===== config.mk =====
export PLATFORM = sky130hd
export DESIGN_NAME = basic_source_tokenizer
export DESIGN_NICKNAME = d
export VERILOG_FILES = /design/src/rtl/bst_pkg.sv /design/src/rtl/bst_lex_core.sv /design/src/rtl/bst_result_fifo.sv /design/src/rtl/basic_source_tokenizer.sv
export SDC_FILE = /design/constraint.sdc
export NUM_CORES = 1
export LEC_CHECK = 0
export BUFFER_PORTS_ARGS = -buffer_cell sky130_fd_sc_hd__buf_2
export CORE_ASPECT_RATIO = 1.1
export CORE_MARGIN = 3
export CORE_UTILIZATION = 45
export CTS_BUF_LIST = sky130_fd_sc_hd__clkbuf_4 sky130_fd_sc_hd__clkbuf_8 sky130_fd_sc_hd__clkbuf_16
export CTS_CLUSTER_DIAMETER = 120
export DETAILED_ROUTE_END_ITERATION = 12
export GPL_TIMING_DRIVEN = 0
export PLACE_DENSITY_LB_ADDON = 0.12
export SYNTH_ARGS = -nofsm -noshare
export SYNTH_HDL_FRONTEND = slang
export SYNTH_SLANG_ARGS = --single-unit

===== constraint.sdc =====
create_clock -name clk -period 5.3 [get_ports clk]
set_input_delay 0.265 -clock clk [delete_from_list [all_inputs] [get_ports clk]]
set_output_delay 0.265 -clock clk [all_outputs]
set_load 0.02 [all_outputs]

===== src/rtl/bst_pkg.sv =====
`timescale 1ns / 1ps
// ----------------------------------------------------------------------------
// bst_pkg
// Shared types, constants and character helpers for the source tokenizer.
// ----------------------------------------------------------------------------
package bst_pkg;

  localparam int POSITION_BITS_DEF = 16;
  localparam int FIFO_DEPTH        = 4;
  localparam int FIFO_PTR_BITS     = $clog2(FIFO_DEPTH);
  localparam int FIFO_CNT_BITS     = $clog2(FIFO_DEPTH + 1);

  localparam logic [7:0] CH_QUOTE      = 8'h22;
  localparam logic [7:0] CH_APOS       = 8'h27;
  localparam logic [7:0] CH_UNDERSCORE = 8'h5F;
  localparam logic [7:0] CH_NEWLINE    = 8'h0A;
  localparam logic [7:0] CH_SPACE      = 8'h20;
  localparam logic [7:0] CH_TAB        = 8'h09;
  localparam logic [7:0] CH_CR         = 8'h0D;

  localparam logic [2:0] KW_LEN_DEF   = 3'd3;
  localparam logic [2:0] KW_LEN_PRINT = 3'd5;
  localparam logic [2:0] KW_LEN_IF    = 3'd2;
  localparam logic [2:0] IDENT_SAT    = 3'd6;

  typedef enum logic [2:0] {
    MODE_IDLE    = 3'd0,
    MODE_NUM     = 3'd1,
    MODE_IDENT   = 3'd2,
    MODE_STR     = 3'd3,
    MODE_COMMENT = 3'd4,
    MODE_HALT    = 3'd5
  } mode_t;

  typedef enum logic [3:0] {
    TK_EOF    = 4'd0,
    TK_IDENT  = 4'd1,
    TK_INT    = 4'd2,
    TK_STRING = 4'd3,
    TK_DEF    = 4'd4,
    TK_PRINT  = 4'd5,
    TK_IF     = 4'd6,
    TK_ASSIGN = 4'd7,
    TK_PLUS   = 4'd8,
    TK_MINUS  = 4'd9,
    TK_MUL    = 4'd10,
    TK_DIV    = 4'd11,
    TK_LPAREN = 4'd12,
    TK_RPAREN = 4'd13,
    TK_COMMA  = 4'd14,
    TK_ERROR  = 4'd15
  } tok_kind_t;

  typedef struct packed {
    tok_kind_t   kind;
    logic [15:0] start;
    logic [15:0] length;
    logic        ovf;
    logic        last;
  } res_t;

  typedef struct packed {
    mode_t mode;
    logic  ovf;
  } lex_status_t;

  function automatic logic is_digit(input logic [7:0] c);
    return (c >= 8'h30) && (c <= 8'h39);
  endfunction

  function automatic logic is_alpha(input logic [7:0] c);
    return ((c >= 8'h41) && (c <= 8'h5A)) || ((c >= 8'h61) && (c <= 8'h7A));
  endfunction

  function automatic logic is_space(input logic [7:0] c);
    return (c == CH_SPACE) || ((c >= CH_TAB) && (c <= CH_CR));
  endfunction

  function automatic tok_kind_t punct_kind(input logic [7:0] c);
    tok_kind_t k;
    case (c)
      8'h3D:   k = TK_ASSIGN;
      8'h2B:   k = TK_PLUS;
      8'h2D:   k = TK_MINUS;
      8'h2A:   k = TK_MUL;
      8'h2F:   k = TK_DIV;
      8'h28:   k = TK_LPAREN;
      8'h29:   k = TK_RPAREN;
      8'h2C:   k = TK_COMMA;
      default: k = TK_ERROR;
    endcase
    return k;
  endfunction

  // bit0 DEF, bit1 PRINT, bit2 IF; a set bit means keyword i can no longer match
  function automatic logic [2:0] kw_miss(input logic [2:0] k, input logic [7:0] c);
    logic [2:0] miss;
    miss = 3'b111;
    case (k)
      3'd0: begin
        miss[0] = (c != 8'h44);
        miss[1] = (c != 8'h50);
        miss[2] = (c != 8'h49);
      end
      3'd1: begin
        miss[0] = (c != 8'h45);
        miss[1] = (c != 8'h52);
        miss[2] = (c != 8'h46);
      end
      3'd2: begin
        miss[0] = (c != 8'h46);
        miss[1] = (c != 8'h49);
      end
      3'd3: begin
        miss[1] = (c != 8'h4E);
      end
      3'd4: begin
        miss[1] = (c != 8'h54);
      end
      default: miss = 3'b111;
    endcase
    return miss;
  endfunction

  function automatic tok_kind_t ident_kind(input logic [2:0] mask, input logic [2:0] seen);
    tok_kind_t k;
    k = TK_IDENT;
    if (mask[0] && (seen == KW_LEN_DEF))   k = TK_DEF;
    if (mask[1] && (seen == KW_LEN_PRINT)) k = TK_PRINT;
    if (mask[2] && (seen == KW_LEN_IF))    k = TK_IF;
    return k;
  endfunction

endpackage


===== src/rtl/bst_lex_core.sv =====
`timescale 1ns / 1ps
// ----------------------------------------------------------------------------
// bst_lex_core
// Lexer state and per-byte mode update; yields up to two results per item.
// ----------------------------------------------------------------------------
module bst_lex_core import bst_pkg::*; #(
  parameter int POSITION_BITS = POSITION_BITS_DEF
) (
  input  logic        clk,
  input  logic        rst,
  input  logic        advance,
  input  logic [7:0]  text_byte,
  input  logic        end_of_text,
  output logic [1:0]  push_n,
  output res_t        rec0,
  output res_t        rec1,
  output lex_status_t status
);

  localparam int WIDE = (POSITION_BITS > 16) ? POSITION_BITS : 16;
  localparam logic [POSITION_BITS-1:0] POS_MAX = {POSITION_BITS{1'b1}};

  function automatic logic [15:0] to16(input logic [POSITION_BITS-1:0] v);
    logic [WIDE-1:0] t;
    t = WIDE'(v);
    return t[15:0];
  endfunction

  mode_t                    mode, mode_next;
  logic [POSITION_BITS-1:0] pos, pos_next;
  logic [POSITION_BITS-1:0] tbeg, tbeg_next;
  logic [2:0]               mask, mask_next;
  logic [2:0]               seen, seen_next;
  logic                     ovf, ovf_next;

  logic                     at_max;
  logic                     run_idle;
  logic                     close_vld, idle_vld;
  tok_kind_t                close_kind, idle_kind;
  logic [POSITION_BITS-1:0] close_len, idle_len, str_len, tok_len;
  logic                     rec_ovf;
  res_t                     close_rec, idle_rec;

  assign at_max  = (pos == POS_MAX);
  assign tok_len = pos - tbeg;
  assign str_len = (pos >= tbeg) ? tok_len : '0;

  always_comb begin
    mode_next  = mode;
    pos_next   = pos;
    tbeg_next  = tbeg;
    mask_next  = mask;
    seen_next  = seen;
    ovf_next   = ovf;
    run_idle   = 1'b0;
    close_vld  = 1'b0;
    close_kind = TK_EOF;
    close_len  = tok_len;
    idle_vld   = 1'b0;
    idle_kind  = TK_EOF;
    idle_len   = POSITION_BITS'(1);
    rec_ovf    = ovf;
    if (end_of_text) begin
      case (mode)
        MODE_NUM: begin
          close_vld  = 1'b1;
          close_kind = TK_INT;
        end
        MODE_IDENT: begin
          close_vld  = 1'b1;
          close_kind = ident_kind(mask, seen);
        end
        MODE_STR: begin
          close_vld  = 1'b1;
          close_kind = TK_STRING;
          close_len  = str_len;
        end
        default: ;
      endcase
      idle_vld  = 1'b1;
      idle_kind = TK_EOF;
      idle_len  = '0;
      mode_next = MODE_IDLE;
      pos_next  = '0;
      tbeg_next = '0;
      mask_next = 3'b111;
      seen_next = '0;
      ovf_next  = 1'b0;
    end else begin
      pos_next = at_max ? pos : pos + 1'b1;
      ovf_next = ovf | at_max;
      rec_ovf  = ovf | at_max;
      case (mode)
        MODE_NUM: begin
          if (!is_digit(text_byte)) begin
            close_vld  = 1'b1;
            close_kind = TK_INT;
            run_idle   = 1'b1;
          end
        end
        MODE_IDENT: begin
          if (is_alpha(text_byte) || is_digit(text_byte) || (text_byte == CH_UNDERSCORE)) begin
            mask_next = mask & ~kw_miss(seen, text_byte);
            seen_next = (seen < IDENT_SAT) ? seen + 1'b1 : seen;
          end else begin
            close_vld  = 1'b1;
            close_kind = ident_kind(mask, seen);
            mask_next  = 3'b111;
            seen_next  = '0;
            run_idle   = 1'b1;
          end
        end
        MODE_STR: begin
          if (text_byte == CH_QUOTE) begin
            close_vld  = 1'b1;
            close_kind = TK_STRING;
            close_len  = str_len;
            mode_next  = MODE_IDLE;
          end
        end
        MODE_COMMENT: begin
          if (text_byte == CH_NEWLINE) mode_next = MODE_IDLE;
        end
        MODE_HALT: ;
        default: run_idle = 1'b1;
      endcase
      if (run_idle) begin
        mode_next = MODE_IDLE;
        if (is_space(text_byte)) begin
          mode_next = MODE_IDLE;
        end else if (is_digit(text_byte)) begin
          mode_next = MODE_NUM;
          tbeg_next = pos;
        end else if (is_alpha(text_byte)) begin
          mode_next = MODE_IDENT;
          tbeg_next = pos;
          mask_next = ~kw_miss(3'd0, text_byte);
          seen_next = 3'd1;
        end else if (text_byte == CH_QUOTE) begin
          mode_next = MODE_STR;
          tbeg_next = at_max ? POS_MAX : pos + 1'b1;
        end else if (text_byte == CH_APOS) begin
          mode_next = MODE_COMMENT;
        end else begin
          idle_vld  = 1'b1;
          idle_kind = punct_kind(text_byte);
          if (idle_kind == TK_ERROR) mode_next = MODE_HALT;
        end
      end
    end
  end

  always_comb begin
    close_rec = '{kind: close_kind, start: to16(tbeg), length: to16(close_len),
                  ovf: rec_ovf, last: !idle_vld};
    idle_rec  = '{kind: idle_kind, start: to16(pos), length: to16(idle_len),
                  ovf: rec_ovf, last: 1'b1};
    if (close_vld) begin
      rec0 = close_rec;
      rec1 = idle_rec;
    end else begin
      rec0 = idle_rec;
      rec1 = close_rec;
    end
    if (!advance) push_n = 2'd0;
    else push_n = 2'({1'b0, close_vld}) + 2'({1'b0, idle_vld});
  end

  always_ff @(posedge clk) begin
    if (rst) begin
      mode <= MODE_IDLE;
      pos  <= '0;
      tbeg <= '0;
      mask <= 3'b111;
      seen <= '0;
      ovf  <= 1'b0;
    end else if (advance) begin
      mode <= mode_next;
      pos  <= pos_next;
      tbeg <= tbeg_next;
      mask <= mask_next;
      seen <= seen_next;
      ovf  <= ovf_next;
    end
  end

  assign status = '{mode: mode, ovf: ovf};

endmodule


===== src/rtl/bst_result_fifo.sv =====
`timescale 1ns / 1ps
// ----------------------------------------------------------------------------
// bst_result_fifo
// Small result queue; takes up to two results per cycle, gives one.
// ----------------------------------------------------------------------------
module bst_result_fifo import bst_pkg::*; (
  input  logic                     clk,
  input  logic                     rst,
  input  logic [1:0]               push_n,
  input  res_t                     d0,
  input  res_t                     d1,
  input  logic                     pop,
  output logic                     q_valid,
  output res_t                     q,
  output logic [FIFO_CNT_BITS-1:0] count
);

  res_t                     mem [FIFO_DEPTH];
  logic [FIFO_PTR_BITS-1:0] wr_ptr, rd_ptr;
  logic [FIFO_PTR_BITS-1:0] wr_ptr1;
  logic                     do_pop;

  assign q_valid = (count != '0);
  assign q       = mem[rd_ptr];
  assign do_pop  = pop && q_valid;
  assign wr_ptr1 = wr_ptr + 1'b1;

  always_ff @(posedge clk) begin
    if (push_n != 2'd0) mem[wr_ptr] <= d0;
    if (push_n == 2'd2) mem[wr_ptr1] <= d1;
  end

  always_ff @(posedge clk) begin
    if (rst) begin
      wr_ptr <= '0;
      rd_ptr <= '0;
      count  <= '0;
    end else begin
      wr_ptr <= wr_ptr + FIFO_PTR_BITS'(push_n);
      if (do_pop) rd_ptr <= rd_ptr + 1'b1;
      count <= count + FIFO_CNT_BITS'(push_n) - FIFO_CNT_BITS'(do_pop);
    end
  end

endmodule


===== src/rtl/basic_source_tokenizer.sv =====
`timescale 1ns / 1ps
// ----------------------------------------------------------------------------
// basic_source_tokenizer
// Byte-serial lexer for a small BASIC dialect: kind, start and length per token.
// ----------------------------------------------------------------------------
// One source byte (or an end-of-text mark) is taken per cycle, while in_ready
// is high, into an input register and lexed there; its zero, one or two results
// go into a four-entry result queue that hands out one result per cycle while
// out_ready is high. Items that give at most one result stream at one item per
// cycle when neither side stalls; an item that gives two results (a token closed
// by a punctuation or bad byte, or end of text flushing a pending token) is
// absorbed by the queue. The output port is the limit on sustained rate. An
// item's results pass through the input register and the result queue before
// they are valid. Input is taken whenever the queue holds at most two results.
// ----------------------------------------------------------------------------
module basic_source_tokenizer import bst_pkg::*; #(
  parameter int POSITION_BITS = POSITION_BITS_DEF
) (
  input  logic        clk,
  input  logic        rst,
  input  logic        in_valid,
  output logic        in_ready,
  input  logic [7:0]  text_byte,
  input  logic        end_of_text,
  output logic        out_valid,
  input  logic        out_ready,
  output logic [3:0]  token_kind,
  output logic [15:0] token_start,
  output logic [15:0] token_length,
  output logic        position_overflow,
  output logic        last_of_run
);

  logic                     stg_valid;
  logic [7:0]               stg_byte;
  logic                     stg_eot;
  logic                     advance;
  logic [1:0]               push_n;
  res_t                     rec0, rec1, head;
  lex_status_t              status;
  logic [FIFO_CNT_BITS-1:0] fifo_count;

  assign advance  = stg_valid && (fifo_count <= FIFO_CNT_BITS'(FIFO_DEPTH - 2));
  assign in_ready = !stg_valid || advance;

  always_ff @(posedge clk) begin
    if (rst) begin
      stg_valid <= 1'b0;
    end else if (in_ready) begin
      stg_valid <= in_valid;
    end
  end

  always_ff @(posedge clk) begin
    if (in_ready && in_valid) begin
      stg_byte <= text_byte;
      stg_eot  <= end_of_text;
    end
  end

  bst_lex_core #(
    .POSITION_BITS(POSITION_BITS)
  ) u_core (
    .clk        (clk),
    .rst        (rst),
    .advance    (advance),
    .text_byte  (stg_byte),
    .end_of_text(stg_eot),
    .push_n     (push_n),
    .rec0       (rec0),
    .rec1       (rec1),
    .status     (status)
  );

  bst_result_fifo u_fifo (
    .clk    (clk),
    .rst    (rst),
    .push_n (push_n),
    .d0     (rec0),
    .d1     (rec1),
    .pop    (out_ready),
    .q_valid(out_valid),
    .q      (head),
    .count  (fifo_count)
  );

  assign token_kind        = head.kind;
  assign token_start       = head.start;
  assign token_length      = head.length;
  assign position_overflow = head.ovf;
  assign last_of_run       = head.last;

  a_fifo_bound: assert property (@(posedge clk) disable iff (rst)
    fifo_count <= FIFO_CNT_BITS'(FIFO_DEPTH))
    else $error("result queue over capacity");

  a_eot_emits: assert property (@(posedge clk) disable iff (rst)
    (advance && stg_eot) |-> (push_n != 2'd0))
    else $error("end of text gave no result");

  a_eot_clears: assert property (@(posedge clk) disable iff (rst)
    (advance && stg_eot) |=> (status.mode == MODE_IDLE && !status.ovf))
    else $error("lexer state not cleared after end of text");

endmodule


# After elaboration in Yosys (flattened, before gate mapping)

Memory sizes are Yosys's and may differ from the RTL's. A register that Yosys moved wholly into a read port is not among the register bits.
Cells that the tools add are included.

Flip-flop bits (word level): 59
Bits in writable memories: 152
Input port bits: 13
Word-level logic and storage cells: 211
Memories: 1
Output and inout bits: 40

$add $sub $neg: 9
Multiplexer cells: 108
Equal/unequal tests: 38
Magnitude comparators: 11
Bitwise logic cells: 4
Reductions and logical operators: 28

Memories:

| memory     | words | bits a word | read ports | clocked after memory_dff | wr ports | RTL line              | text |
|---|---|---|---|---|---|---|---|
| u_fifo.mem | 4     | 38          | 1          | 1                        | 2        | bst_result_fifo.sv:18 | `res_t mem [FIFO_DEPTH];` |

Operator list:

| cell                  | number |
|---|---|
| $mux 16               | 14 |
| $mux 3                | 33 |
| $eq 8x6->1 const B    | 11 |
| $mux 38               | 2 |
| $mux 4                | 16 |
| $ne 8x7->1 const B    | 8 |
| $pmux 4 s8            | 1 |
| $mux 1                | 29 |
| $pmux 4 s3            | 2 |
| $add 16x1->16 const B | 1 |
| $eq 16x16->1 const B  | 1 |
| $ge 16x16->1          | 1 |
| $ge 8x7->1 const B    | 2 |
| $le 8x7->1 const B    | 2 |
| $sub 16x16->16        | 1 |
| $eq 3x2->1 const B    | 4 |
| $eq 3x3->1 const B    | 4 |
| $logic_and 1x1->1     | 10 |
| $mux 2                | 5 |
| $pmux 1 s3            | 3 |
| $eq 8x4->1 const B    | 1 |
| $eq 8x7->1 const B    | 1 |
| $ge 8x4->1 const B    | 1 |
| $ge 8x6->1 const B    | 1 |
| 30 further kinds      | 44 |

# Logic depth before layout (Yosys ltp)

Gate-level depths: netlist (run 1).

Depth after elaboration: 19
Depth in mapped cells: 15
Mapped depth without buffers: 12

# Modules after synthesis

From an unflattened synthesis (run 1), not the netlist that was laid out.

Cells, all modules: 1070
Area total of the unflattened synthesis: 12751.0 um^2

Modules (own cells, without submodules):

| module                 | sequential area each (um^2) | instances | cells an instance | area an instance (um^2) |
|---|---|---|---|---|
| bst_result_fifo        | 4744.6                      | 1         | 415               | 7923.8 |
| bst_lex_core           | 840.8                       | 1         | 636               | 4470.5 |
| basic_source_tokenizer | 290.3                       | 1         | 19                | 356.6 |

# Least setup slack after synthesis (run 1)

OpenSTA, ideal clock, no wires.

Path kind: register to register
Start point: register stg_byte[4]
End point: memory u_fifo.mem[1][0] (netlist bit), enable pin
Path slack: -0.397 ns
Arrival: 5.208 ns
Path buffers: 1
Data required time: 4.811 ns
Cell stages (with the launch flop): 11
Library setup time: 0.489 ns
Cells stage by stage: edfxtp_1 -> buf_2 -> and4bb_2 -> a32oi_1 -> a21boi_2 -> a21oi_1 -> o31ai_1 -> ha_1 -> nand2b_1 -> nand2_1 -> nor3b_1

RTL lines:

| what                   | RTL line                     | text |
|---|---|---|
| from (decl)            | basic_source_tokenizer.sv:35 | `logic [7:0] stg_byte;` |
| from (signal assigned) | basic_source_tokenizer.sv:56 | `stg_byte <= text_byte;` |
| to (decl)              | bst_result_fifo.sv:18        |  |

==> results.sh, run 1 <==
export IMPL_io_pins=53
export IMPL_gr_usage_met2=0.3981
export IMPL_synth_enable_flop_cells=161
export IMPL_grt_max_degree=27
export IMPL_dpl_worst_slack_ns=0.6105
export IMPL_post_synth_main_area_contributors="sky130_fd_sc_hd__edfxtp_1 (41%), sky130_fd_sc_hd__dfxtp_1 (8.9%), sky130_fd_sc_hd__mux4_2 (7.3%), sky130_fd_sc_hd__nand2_1 (3.9%), sky130_fd_sc_hd__nor2_1 (3.4%)"
export IMPL_globalRouteTotalUtil=0.2289
export IMPL_min_period_over_period=0.8823
export IMPL_synth_largest_type_area_fraction=0.4144
export IMPL_timing_slew_headroom=0.2071
export IMPL_synth_flop_cell="sky130_fd_sc_hd__edfxtp_1"
export IMPL_ff2ff_setup_slack_ns=0.62
export IMPL_wirelength_mm=32.28
export IMPL_clock_tree_from_tritoncts="yes"
export IMPL_grt_use_met1=0.2976
export IMPL_unrepaired_setup_endpoints_after_global_routing="false"
export IMPL_fillCellCount=2287
export IMPL_fin_worst_skew_ns=0.01814
export IMPL_worstReg2RegEnd="u_fifo.mem[3][35]"
export IMPL_numPortBuffers=51
export IMPL_synthesis_area_per_instance_um2=10.66
export IMPL_critPathArrivalTime_ns=4.90
export IMPL_grt_first_pass_wirelength_mm=50.48
export IMPL_max_clock_freq_ghz=0.2139
export IMPL_die_width_um=159.5
export IMPL_final_net_count=1232
export IMPL_cts_buffers=24
export IMPL_hold_path_cell_count=4
export IMPL_start_util=0.4591
export IMPL_layout_setup_ws_ns=0.6239
export IMPL_num_antenna_cells=0
export IMPL_htreeDepth=1
export IMPL_finalSetupViolCount=0
export IMPL_crit_path_start_kind="flip-flop"
export IMPL_globalRoute_totalOverflow=0
export IMPL_number_of_global_route_vias_before_repair=8901
export IMPL_die_area_um2=27900
export IMPL_clock_tree_buffer_depth=3
export IMPL_drc=0
export IMPL_combinationalPowerShare=0.235
export IMPL_core_rowCount=61
export IMPL_ff2ff_path_depth=12
export IMPL_yosys_warnings=0
export IMPL_drt_first_pass_iters=5
export IMPL_cts_resized_gates=0
export IMPL_finalCriticalPeriod_ns=4.676
export IMPL_post_cts_setup_driven_buffer_insertion_count=0
export IMPL_timing_critical_path_from="stg_byte[2]"
export IMPL_worst_skew_pair_late_latency_ns=0.52
export IMPL_finalHoldViolations=0
export IMPL_synth_seq_area_share=0.5036
export IMPL_r2r_start="stg_byte[2]"
export IMPL_postSynthRegisterBits=213
export IMPL_post_route_cells_drive_above_1_share=0.1645
export IMPL_postSynthCellCount=1095
export IMPL_synth_async_reset_ratio=0
export IMPL_vias_per_cell=5.759
export IMPL_vias_after_detailed_routing=8926
export IMPL_ir_drop_v=0.0002736
export IMPL_synth_top_cell_by_area="sky130_fd_sc_hd__edfxtp_1"
export IMPL_cts_root_buffer="sky130_fd_sc_hd__clkbuf_16"
export IMPL_postPlaceCellArea_um2=12490
export IMPL_cellInternalPower_mw=3.287
export IMPL_cts_hold_buf=10
export IMPL_gr_usage_met3=0.02750
export IMPL_power_switching_share=0.2970
export IMPL_capturing_element_type_of_the_critical_path="flip-flop"
export IMPL_cts_clk_slew_worst_paths_ns=0.06
export IMPL_drv_cap=0
export IMPL_timing_critical_path_required_ns=5.52
export IMPL_status="finished, final reports clean"
export IMPL_stdcell_area_um2=13380
export IMPL_static_leakage_power_nw=4.479
export IMPL_cp_max_fo=10
export IMPL_power_density_cell_area_nw_per_um2=349.4
export IMPL_finalWeightedCongestion=0.8892
export IMPL_ys_types=79
export IMPL_clock_sink_count=213
export IMPL_postRouteAntennaNets=0
export IMPL_syn_nets=1140
export IMPL_grt_busiest_layer="met2"
export IMPL_clockPowerShare=0.355
export IMPL_seq_power_share=0.411
export IMPL_synth_cell_area_um2=11670
export IMPL_avgRoutedWirePerCell_um=20.82
export IMPL_hold_start="out_ready"
export IMPL_floorplan_core_area_um2=25420
export IMPL_worst_slew_pin_transition_ns=1.189
export IMPL_critical_path_class="reg -> reg"
export IMPL_fp_dieH_um=174.9
export IMPL_dp_final_hpwl_mm=23.37
export IMPL_antenna_found_initial=0
export IMPL_drtIter0Drc=705
export IMPL_area_growth_syn_to_layout_pct=14.70
export IMPL_timing_hold_worst_endpoint="u_fifo.rd_ptr[0]"
export IMPL_power_net_switching_mw=1.389
export IMPL_timing_max_transition_violations_final=0
export IMPL_holdCritPathClass="in -> reg"
==> layout make-up <==
type	count	area, um^2	share of cell area
plain buffers	74	366.6	0.02739
clock inverters	14	133.9	0.01000
inverters	38	142.6	0.01066
repair buffers	66	457.9	0.03422
flip-flops and latches	213	5876	0.4390
well taps	346	432.9	0.03235
clock buffers	29	655.6	0.04899
multi-input cells	770	5318	0.3973
==> cells in the final DEF, fill, tap and decap left out, types with 30 or more instances in the layout <==
master	instances
sky130_fd_sc_hd__edfxtp_1	161
sky130_fd_sc_hd__nand3_1	33
sky130_fd_sc_hd__dfxtp_1	52
sky130_fd_sc_hd__o21ai_0	63
sky130_fd_sc_hd__clkbuf_1	37
sky130_fd_sc_hd__a21oi_1	67
sky130_fd_sc_hd__nor2_1	106
sky130_fd_sc_hd__nand2_1	122
sky130_fd_sc_hd__mux4_2	38
sky130_fd_sc_hd__buf_2	73
sky130_fd_sc_hd__o21ai_1	36
sky130_fd_sc_hd__inv_1	38
sky130_fd_sc_hd__ha_1	30
==> cells in the mapped netlist (13+ instances only) <==
cell	number
sky130_fd_sc_hd__a31oi_1	16
sky130_fd_sc_hd__and3_1	19
sky130_fd_sc_hd__nand3_1	33
sky130_fd_sc_hd__clkbuf_1	37
sky130_fd_sc_hd__o22ai_1	13
sky130_fd_sc_hd__inv_1	38
sky130_fd_sc_hd__ha_1	30
sky130_fd_sc_hd__o21ai_1	36
sky130_fd_sc_hd__a22o_1	14
sky130_fd_sc_hd__mux4_2	38
sky130_fd_sc_hd__nand2_1	122
sky130_fd_sc_hd__edfxtp_1	161
sky130_fd_sc_hd__buf_2	22
sky130_fd_sc_hd__o21ai_0	63
sky130_fd_sc_hd__a21oi_1	69
sky130_fd_sc_hd__nor2_1	106
sky130_fd_sc_hd__nor3_1	17
sky130_fd_sc_hd__dfxtp_1	52
==> how the worst max path moves through the flow <==
stage	end	slack, ns
final	u_fifo.mem[3][35]	0.62
after global routing	u_fifo.mem[3][35]	0.26
after CTS	u_fifo.mem[3][35]	0.57
after detailed placement	u_fifo.mem[3][35]	0.61
after global placement	u_fifo.mem[2][25]	-1.68
after floorplan	u_fifo.mem[2][0]	0.53
==> flip-flops by register name, summed over array words and instances (netlist names), 2 cells and up, named ones only <==
name	count
u_core.seen	3
u_core.mode	3
u_fifo.wr_ptr	2
u_fifo.mem	152
u_core.mask	3
u_core.tbeg	16
u_fifo.rd_ptr	2
u_core.pos	16
u_fifo.count	3
stg_byte	8
==> kinds of logic after synthesis <==
kind of cell               count (synthesis)  synth area share
AOI/OAI and AO/OA                        283            0.1495
xor gates and xnor gates                  27           0.02735
adders and majority gates                 32           0.03560
buffers and inverters                    112           0.04365
DFF                                      213            0.5036
muxes                                     44           0.07850
and+or+nand+nor                          384            0.1618
==> metrics by stage <==
step	setup TNS, ns	util	hold WS, ns	cells	power, mW
2_1_floorplan	0	-	0.3639	1095	2.712
3_3_place_gp	-160.15	0.4863	0.4414	1492	3.042
3_5_place_dp	0	0.4916	0.4431	1497	3.057
4_1_cts	0	0.5266	0.1941	1550	4.706
5_1_grt	0	0.5266	0.2757	1550	4.854
6_report	0	0.5266	0.2053	1550	4.676
==> metal layers <==
layer | vias up | share of wire | routed length [um]
met2 | 294 | 0.49 | 15790
met5 | - | 0 | 0
met1 | 4314 | 0.42 | 13700
met4 | 0 | 0.035 | 1122
met3 | 64 | 0.052 | 1666
li1 | 4254 | - | -
==> critical path, cell delays in order, from the launching register on <==
cell,delay [ns]
sky130_fd_sc_hd__edfxtp_1,0.45
sky130_fd_sc_hd__buf_2,0.22
sky130_fd_sc_hd__and2_1,0.24
sky130_fd_sc_hd__a32oi_1,0.29
sky130_fd_sc_hd__a21boi_2,0.26
sky130_fd_sc_hd__a21oi_1,0.17
sky130_fd_sc_hd__o31ai_1,0.60
sky130_fd_sc_hd__ha_1,0.41
sky130_fd_sc_hd__nand2b_1,0.24
sky130_fd_sc_hd__nor3b_1,0.22
sky130_fd_sc_hd__buf_1,0.57
sky130_fd_sc_hd__xor2_1,0.51
sky130_fd_sc_hd__o22ai_1,0.20
==> power groups by stage <==
stage | sequential (mW) | clock, mW | combinational [mW]
after detailed placement | 1.96 | 0 | 1.10
final | 1.92 | 1.66 | 1.10
after global routing | 1.93 | 1.74 | 1.18
after CTS | 1.92 | 1.68 | 1.11
after floorplan | 1.95 | 0 | 0.767
after global placement | 1.96 | 0 | 1.08
No activity file was read; power rests on OpenSTA's default activity.
==> run 2, diff against run 1 <==
Settings changed: SYNTH_HIERARCHICAL set to 1.
==> run 2 against run 1 <==
Net effect:
- sequential share of layout area shrank 3.4 points
- sequential power about the same
- setup slack lost 0.19 ns
- die area rose by 8.9%
- fmax fell by 4.0%
- clock-buffer cell count up 3
- via count increased by 1.8%
- core utilization up 0.17 points
- routed wire length rose by 2.7%
- highest routed layer unchanged
- largest power group unchanged
- critical path depth is 4 higher
- critical path type unchanged
==> results.sh, run 2 <==
export IMPL_status="finished, final reports clean"
export IMPL_unrepaired_setup_endpoints_after_global_routing="false"
export IMPL_cp_max_fo=25
export IMPL_antenna_found_initial=0
export IMPL_min_period_over_period=0.9188
export IMPL_finalCriticalPeriod_ns=4.870
export IMPL_layout_cells_non_filler=1536
export IMPL_htreeDepth=1
export IMPL_layout_setup_ws_ns=0.4305
export IMPL_max_clock_freq_ghz=0.2054
export IMPL_fin_worst_skew_ns=0.008151
export IMPL_capturing_element_type_of_the_critical_path="flip-flop"
export IMPL_drc=0
export IMPL_power_net_switching_mw=1.295
export IMPL_dpl_worst_slack_ns=0.4949
export IMPL_die_area_um2=30380
export IMPL_critPathArrivalTime_ns=5.08
export IMPL_power_density_cell_area_nw_per_um2=314.7
export IMPL_finalWeightedCongestion=0.9295
export IMPL_layout_top_registers="u_fifo/mem: 152 flops, u_core/pos: 16 flops, u_core/tbeg: 16 flops"
export IMPL_dp_final_hpwl_mm=23.60
export IMPL_drv_cap=0
export IMPL_floorplan_core_area_um2=27430
export IMPL_power_switching_share=0.2841
export IMPL_globalRoute_totalOverflow=0
export IMPL_drt_first_pass_iters=5
export IMPL_synthesis_area_per_instance_um2=11.92
export IMPL_core_rowCount=63
export IMPL_combinationalPowerShare=0.226
export IMPL_start_util=0.4646
export IMPL_fillCellCount=2426
export IMPL_yosys_warnings=6
export IMPL_timing_max_transition_violations_final=0
export IMPL_clock_sink_count=213
export IMPL_avgRoutedWirePerCell_um=21.59
export IMPL_postPlaceCellArea_um2=13640
export IMPL_grt_first_pass_wirelength_mm=52.00
export IMPL_ir_drop_v=0.0001998
export IMPL_mostFrequentLayoutCell="sky130_fd_sc_hd__edfxtp_1"
export IMPL_area_growth_syn_to_layout_pct=13.71
export IMPL_io_pins=53
export IMPL_postRouteAntennaNets=0
export IMPL_wirelength_mm=33.16
export IMPL_most_common_layout_cells="sky130_fd_sc_hd__edfxtp_1 (161), sky130_fd_sc_hd__mux2_2 (112), sky130_fd_sc_hd__nor2_1 (92), sky130_fd_sc_hd__buf_2 (81), sky130_fd_sc_hd__nand2_1 (62)"
export IMPL_numPortBuffers=52
export IMPL_worst_skew_pair_late_latency_ns=0.52
export IMPL_cts_clk_slew_worst_paths_ns=0.06
export IMPL_placedCellCount=1484
export IMPL_postSynthCellCount=1069
export IMPL_finalSetupViolCount=0
export IMPL_globalRouteTotalUtil=0.2155
export IMPL_vias_per_cell=5.919
export IMPL_seq_power_share=0.423
export IMPL_crit_path_start_kind="flip-flop"
export IMPL_vias_after_detailed_routing=9091
export IMPL_number_of_global_route_vias_before_repair=9017
export IMPL_fp_dieH_um=182.5
export IMPL_final_core_utilization=0.5282
export IMPL_cts_root_buffer="sky130_fd_sc_hd__clkbuf_16"
export IMPL_post_route_cells_drive_above_1_share=0.3020
export IMPL_largest_register_ffs=152
export IMPL_post_cts_setup_driven_buffer_insertion_count=0
export IMPL_die_width_um=166.5
export IMPL_timing_slew_headroom=0.4932
export IMPL_stdcell_area_um2=14490
export IMPL_synth_cell_area_um2=12740
export IMPL_worst_slew_pin_transition_ns=0.7602
export IMPL_cts_buffers=24
export IMPL_clock_tree_buffer_depth=3
export IMPL_holdCritPathClass="in -> reg"
export IMPL_timing_critical_path_required_ns=5.51
export IMPL_drtIter0Drc=793
export IMPL_whs_ns=0.02905
export IMPL_num_antenna_cells=0
export IMPL_final_net_count=1205
export IMPL_clock_tree_from_tritoncts="yes"
export IMPL_cellInternalPower_mw=3.264
export IMPL_clockPowerShare=0.351
export IMPL_grt_max_degree=27
export IMPL_finalHoldViolations=0
export IMPL_critical_path_class="reg -> reg"
export IMPL_syn_nets=1112
export IMPL_cts_resized_gates=0
export IMPL_largest_register="u_fifo/mem"
export IMPL_static_leakage_power_nw=5.320
export IMPL_cts_hold_buf=9
[run 2: cell count changes in the layout (fill, tap and decap cells not counted), sizes merged, moves of 9 or more]
cell / change
clkbuf: -16
a22o: -14
nor3: -18
nand2: -60
mux2: +170
o2111ai: +9
o22ai: -12
buf: +14
o21ai: -48
a21oi: -15
[run 2: final timing paths]
kind,from,end,slack [ns],cells after the start
worst max-delay path,stg_byte[1],u_fifo/mem[2][21],0.43,16
worst max register to register,stg_byte[1],u_fifo/mem[2][21],0.43,16
worst min-delay path,in_valid,stg_valid,0.03,3
worst min register to register,u_core/ovf,u_core/ovf,0.48,2
[run 2: worst max-delay path, cell delays in order, from the launching register on]
cell and delay (ns):
sky130_fd_sc_hd__edfxtp_1 0.48, sky130_fd_sc_hd__nor4_2 0.48, sky130_fd_sc_hd__o21ai_1 0.19, sky130_fd_sc_hd__o21ai_4 0.17, sky130_fd_sc_hd__a21oi_2 0.19, sky130_fd_sc_hd__a21oi_2 0.34
sky130_fd_sc_hd__buf_2 0.37, sky130_fd_sc_hd__buf_2 0.34, sky130_fd_sc_hd__ha_1 0.20, sky130_fd_sc_hd__inv_1 0.09, sky130_fd_sc_hd__nor2_1 0.10, sky130_fd_sc_hd__buf_2 0.22
sky130_fd_sc_hd__and4bb_1 0.28, sky130_fd_sc_hd__buf_6 0.19, sky130_fd_sc_hd__buf_6 0.23, sky130_fd_sc_hd__o21bai_4 0.36, sky130_fd_sc_hd__buf_12 0.28
[run 2: layout make-up]
cell class	instances	area [um^2]	area share
Sequential cell	213	5876	0.4055
Buffer	67	396.6	0.02737
Inverter	41	153.9	0.01062
Tap cell	357	446.7	0.03083
Clock inverter	11	77.57	0.005354
Timing Repair Buffer	67	500.5	0.03454
Multi-Input combinational cell	748	6355	0.4386
Clock buffer	32	684.4	0.04723
[run 2: power groups by stage]
stage / sequential, mW / combinational [mW] / clock [mW]
detailed placement: 1.97 / 1.03 / 0
global route: 1.94 / 1.11 / 1.71
floorplan: 1.95 / 0.729 / 0
CTS: 1.93 / 1.04 / 1.64
global placement: 1.97 / 0.999 / 0
finish: 1.93 / 1.03 / 1.60
[run 2: metrics by stage]
step	setup TNS [ns]	power (mW)
final	0	4.560
after detailed placement	0	3.000
after floorplan	0	2.680
after CTS	0	4.613
after global placement	-258.03	2.971
after global routing	0	4.763
[run 2: per-layer routing]
layer  global-route usage  routed length [um]  vias up
met5                    0                   0        -
met1               0.2956               14500     4483
li1                     -                   -     4267
met4              0.06073                 849        0
met3              0.02426                1683       61
met2               0.3650               16130      280
==> run 3, diff against run 2 <==
==> constraint.sdc (replaced) <==
create_clock -name clk -period 5.3 [get_ports clk]
set_input_delay 1.06 -clock clk [delete_from_list [all_inputs] [get_ports clk]]
set_output_delay 1.06 -clock clk [all_outputs]
set_load 0.02 [all_outputs]
==> run 3 against run 2 <==
Net effect:
- first-iteration DRC count increased by 2.0%
- clock-buffer cell count unchanged
- global-route usage decreased by 0.074 points
- fmax increased by 0.75%
- cell count decreased by 0.59%
- non-clock buffer count decreased by 9
- critical endpoint unchanged
==> results.sh, run 3 (synthesis results as in run 2) <==
export IMPL_timing_critical_path_required_ns=5.51
export IMPL_mostFrequentLayoutCell="sky130_fd_sc_hd__edfxtp_1"
export IMPL_finalWeightedCongestion=0.9295
export IMPL_static_leakage_power_nw=5.283
export IMPL_drt_first_pass_iters=5
export IMPL_num_antenna_cells=0
export IMPL_ir_drop_v=0.0001891
export IMPL_critPathArrivalTime_ns=5.04
export IMPL_finalCriticalPeriod_ns=4.833
export IMPL_drtIter0Drc=809
export IMPL_grt_max_degree=27
export IMPL_die_area_um2=30380
export IMPL_vias_after_detailed_routing=9027
export IMPL_layout_setup_ws_ns=0.4669
export IMPL_post_cts_setup_driven_buffer_insertion_count=0
export IMPL_cp_max_fo=25
export IMPL_most_common_layout_cells="sky130_fd_sc_hd__edfxtp_1 (161), sky130_fd_sc_hd__mux2_2 (112), sky130_fd_sc_hd__nor2_1 (92), sky130_fd_sc_hd__buf_2 (81), sky130_fd_sc_hd__nand2_1 (62)"
export IMPL_grt_first_pass_wirelength_mm=51.83
export IMPL_hold_path_cell_count=2
export IMPL_core_rowCount=63
export IMPL_timing_slew_headroom=0.4838
export IMPL_hold_start="u_core/ovf"
export IMPL_postRouteAntennaNets=0
export IMPL_floorplan_core_area_um2=27430
export IMPL_final_core_utilization=0.5250
export IMPL_drv_cap=0
export IMPL_numPortBuffers=52
export IMPL_final_net_count=1196
export IMPL_dp_final_hpwl_mm=23.60
export IMPL_avgRoutedWirePerCell_um=21.68
export IMPL_htreeDepth=1
export IMPL_max_clock_freq_ghz=0.2069
export IMPL_unrepaired_setup_endpoints_after_global_routing="false"
export IMPL_worstReg2RegEnd="u_fifo/mem[2][21]"
export IMPL_cts_buffers=24
export IMPL_capturing_element_type_of_the_critical_path="flip-flop"
export IMPL_crit_path_start_kind="flip-flop"
export IMPL_globalRouteTotalUtil=0.2148
export IMPL_worst_slew_pin_transition_ns=0.7743
export IMPL_fp_dieH_um=182.5
export IMPL_clock_tree_from_tritoncts="yes"
export IMPL_antenna_found_initial=0
export IMPL_die_width_um=166.5
export IMPL_finalSetupViolCount=0
export IMPL_power_density_cell_area_nw_per_um2=316.3
export IMPL_worst_skew_pair_late_latency_ns=0.52
export IMPL_clock_tree_buffer_depth=3
export IMPL_ff2ff_path_depth=16
export IMPL_fin_worst_skew_ns=0.007942
export IMPL_start_util=0.4646
export IMPL_cts_root_buffer="sky130_fd_sc_hd__clkbuf_16"
export IMPL_cts_hold_buf=0
export IMPL_wirelength_mm=33.10
export IMPL_r2r_start="stg_byte[1]"
export IMPL_vias_per_cell=5.912
export IMPL_cts_clk_slew_worst_paths_ns=0.06
export IMPL_clock_sink_count=213
export IMPL_layout_top_registers="u_fifo/mem: 152 flops, u_core/pos: 16 flops, u_core/tbeg: 16 flops"
export IMPL_min_period_over_period=0.9119
export IMPL_status="finished, final reports clean"
export IMPL_finalHoldViolations=0
export IMPL_critical_path_class="reg -> reg"
export IMPL_dpl_worst_slack_ns=0.4949
export IMPL_area_growth_syn_to_layout_pct=13.00
export IMPL_holdCritPathClass="reg -> reg"
export IMPL_cts_resized_gates=0
export IMPL_post_route_cells_drive_above_1_share=0.3043
export IMPL_largest_register="u_fifo/mem"
export IMPL_timing_max_transition_violations_final=0
export IMPL_timing_hold_worst_endpoint="u_core/ovf"
export IMPL_globalRoute_totalOverflow=0
export IMPL_number_of_global_route_vias_before_repair=8964
export IMPL_io_pins=53
export IMPL_drc=0
export IMPL_ff2ff_setup_slack_ns=0.47
export IMPL_largest_register_ffs=152
## run 3: changes by cell type in the layout (fill, tap and decap cells not counted), sizes merged
cell,change
dlygate4sd3,-9
## run 3: per-layer routing
metal,share of wire,track usage
met3,0.047,0.02426
met5,0,0
met4,0.024,0.06073
met2,0.49,0.3627
met1,0.44,0.2953
## run 3: area by class of cell
type,count,area [um^2]
buffer,67,396.6
clock buffer,32,684.4
clock inverter,11,77.57
fill,2435,13030
inverter,41,153.9
multi-input combinational,748,6355
sequential,213,5876
tap,357,446.7
timing repair buffer,58,410.4
## run 3: worst max-delay path, stage by stage (launching register included)
cell and delay, ns:
sky130_fd_sc_hd__edfxtp_1 0.48, sky130_fd_sc_hd__nor4_2 0.47, sky130_fd_sc_hd__o21ai_1 0.19, sky130_fd_sc_hd__o21ai_4 0.17, sky130_fd_sc_hd__a21oi_2 0.19, sky130_fd_sc_hd__a21oi_2 0.32, sky130_fd_sc_hd__buf_2 0.37, sky130_fd_sc_hd__buf_2 0.34
sky130_fd_sc_hd__ha_1 0.20, sky130_fd_sc_hd__inv_1 0.09, sky130_fd_sc_hd__nor2_1 0.10, sky130_fd_sc_hd__buf_2 0.22, sky130_fd_sc_hd__and4bb_1 0.29, sky130_fd_sc_hd__buf_6 0.19, sky130_fd_sc_hd__buf_6 0.23, sky130_fd_sc_hd__o21bai_4 0.36
sky130_fd_sc_hd__buf_12 0.28
## run 3: worst max-delay path by stage
stage / start / end / slack [ns] / cells past startpoint
after global placement: stg_byte[0] / u_fifo/mem[2][22] / -1.90 / 11
after CTS: stg_byte[1] / u_fifo/mem[2][21] / 0.46 / 16
final: stg_byte[1] / u_fifo/mem[2][21] / 0.47 / 16
after global routing: stg_byte[0] / u_fifo/mem[2][21] / 0.18 / 16
after detailed placement: stg_byte[1] / u_fifo/mem[2][22] / 0.49 / 16
after floorplan: stg_byte[1] / u_fifo/mem[2][0] / 0.57 / 11
## run 3: metrics by stage
stage	cell area [um^2]	setup TNS [ns]	cells	total power [mW]	hold WS (ns)
floorplan	12740	0	1069	2.680	0.4386
global placement	13450	-258.03	1478	2.971	0.4512
detailed placement	13640	0	1484	3.000	0.4634
CTS	14400	0	1527	4.608	0.4795
global route	14400	0	1527	4.757	0.4994
finish	14400	0	1527	4.555	0.4832
## run 3: power by group
part / total (mW) / leakage [nW] / switching, mW / internal (mW)
Combinational: 1.02 / 3.03 / 0.592 / 0.431
Clock: 1.60 / 0.383 / 0.650 / 0.951
Sequential: 1.93 / 1.87 / 0.0531 / 1.88
Total: 4.56 / 5.28 / 1.30 / 3.26
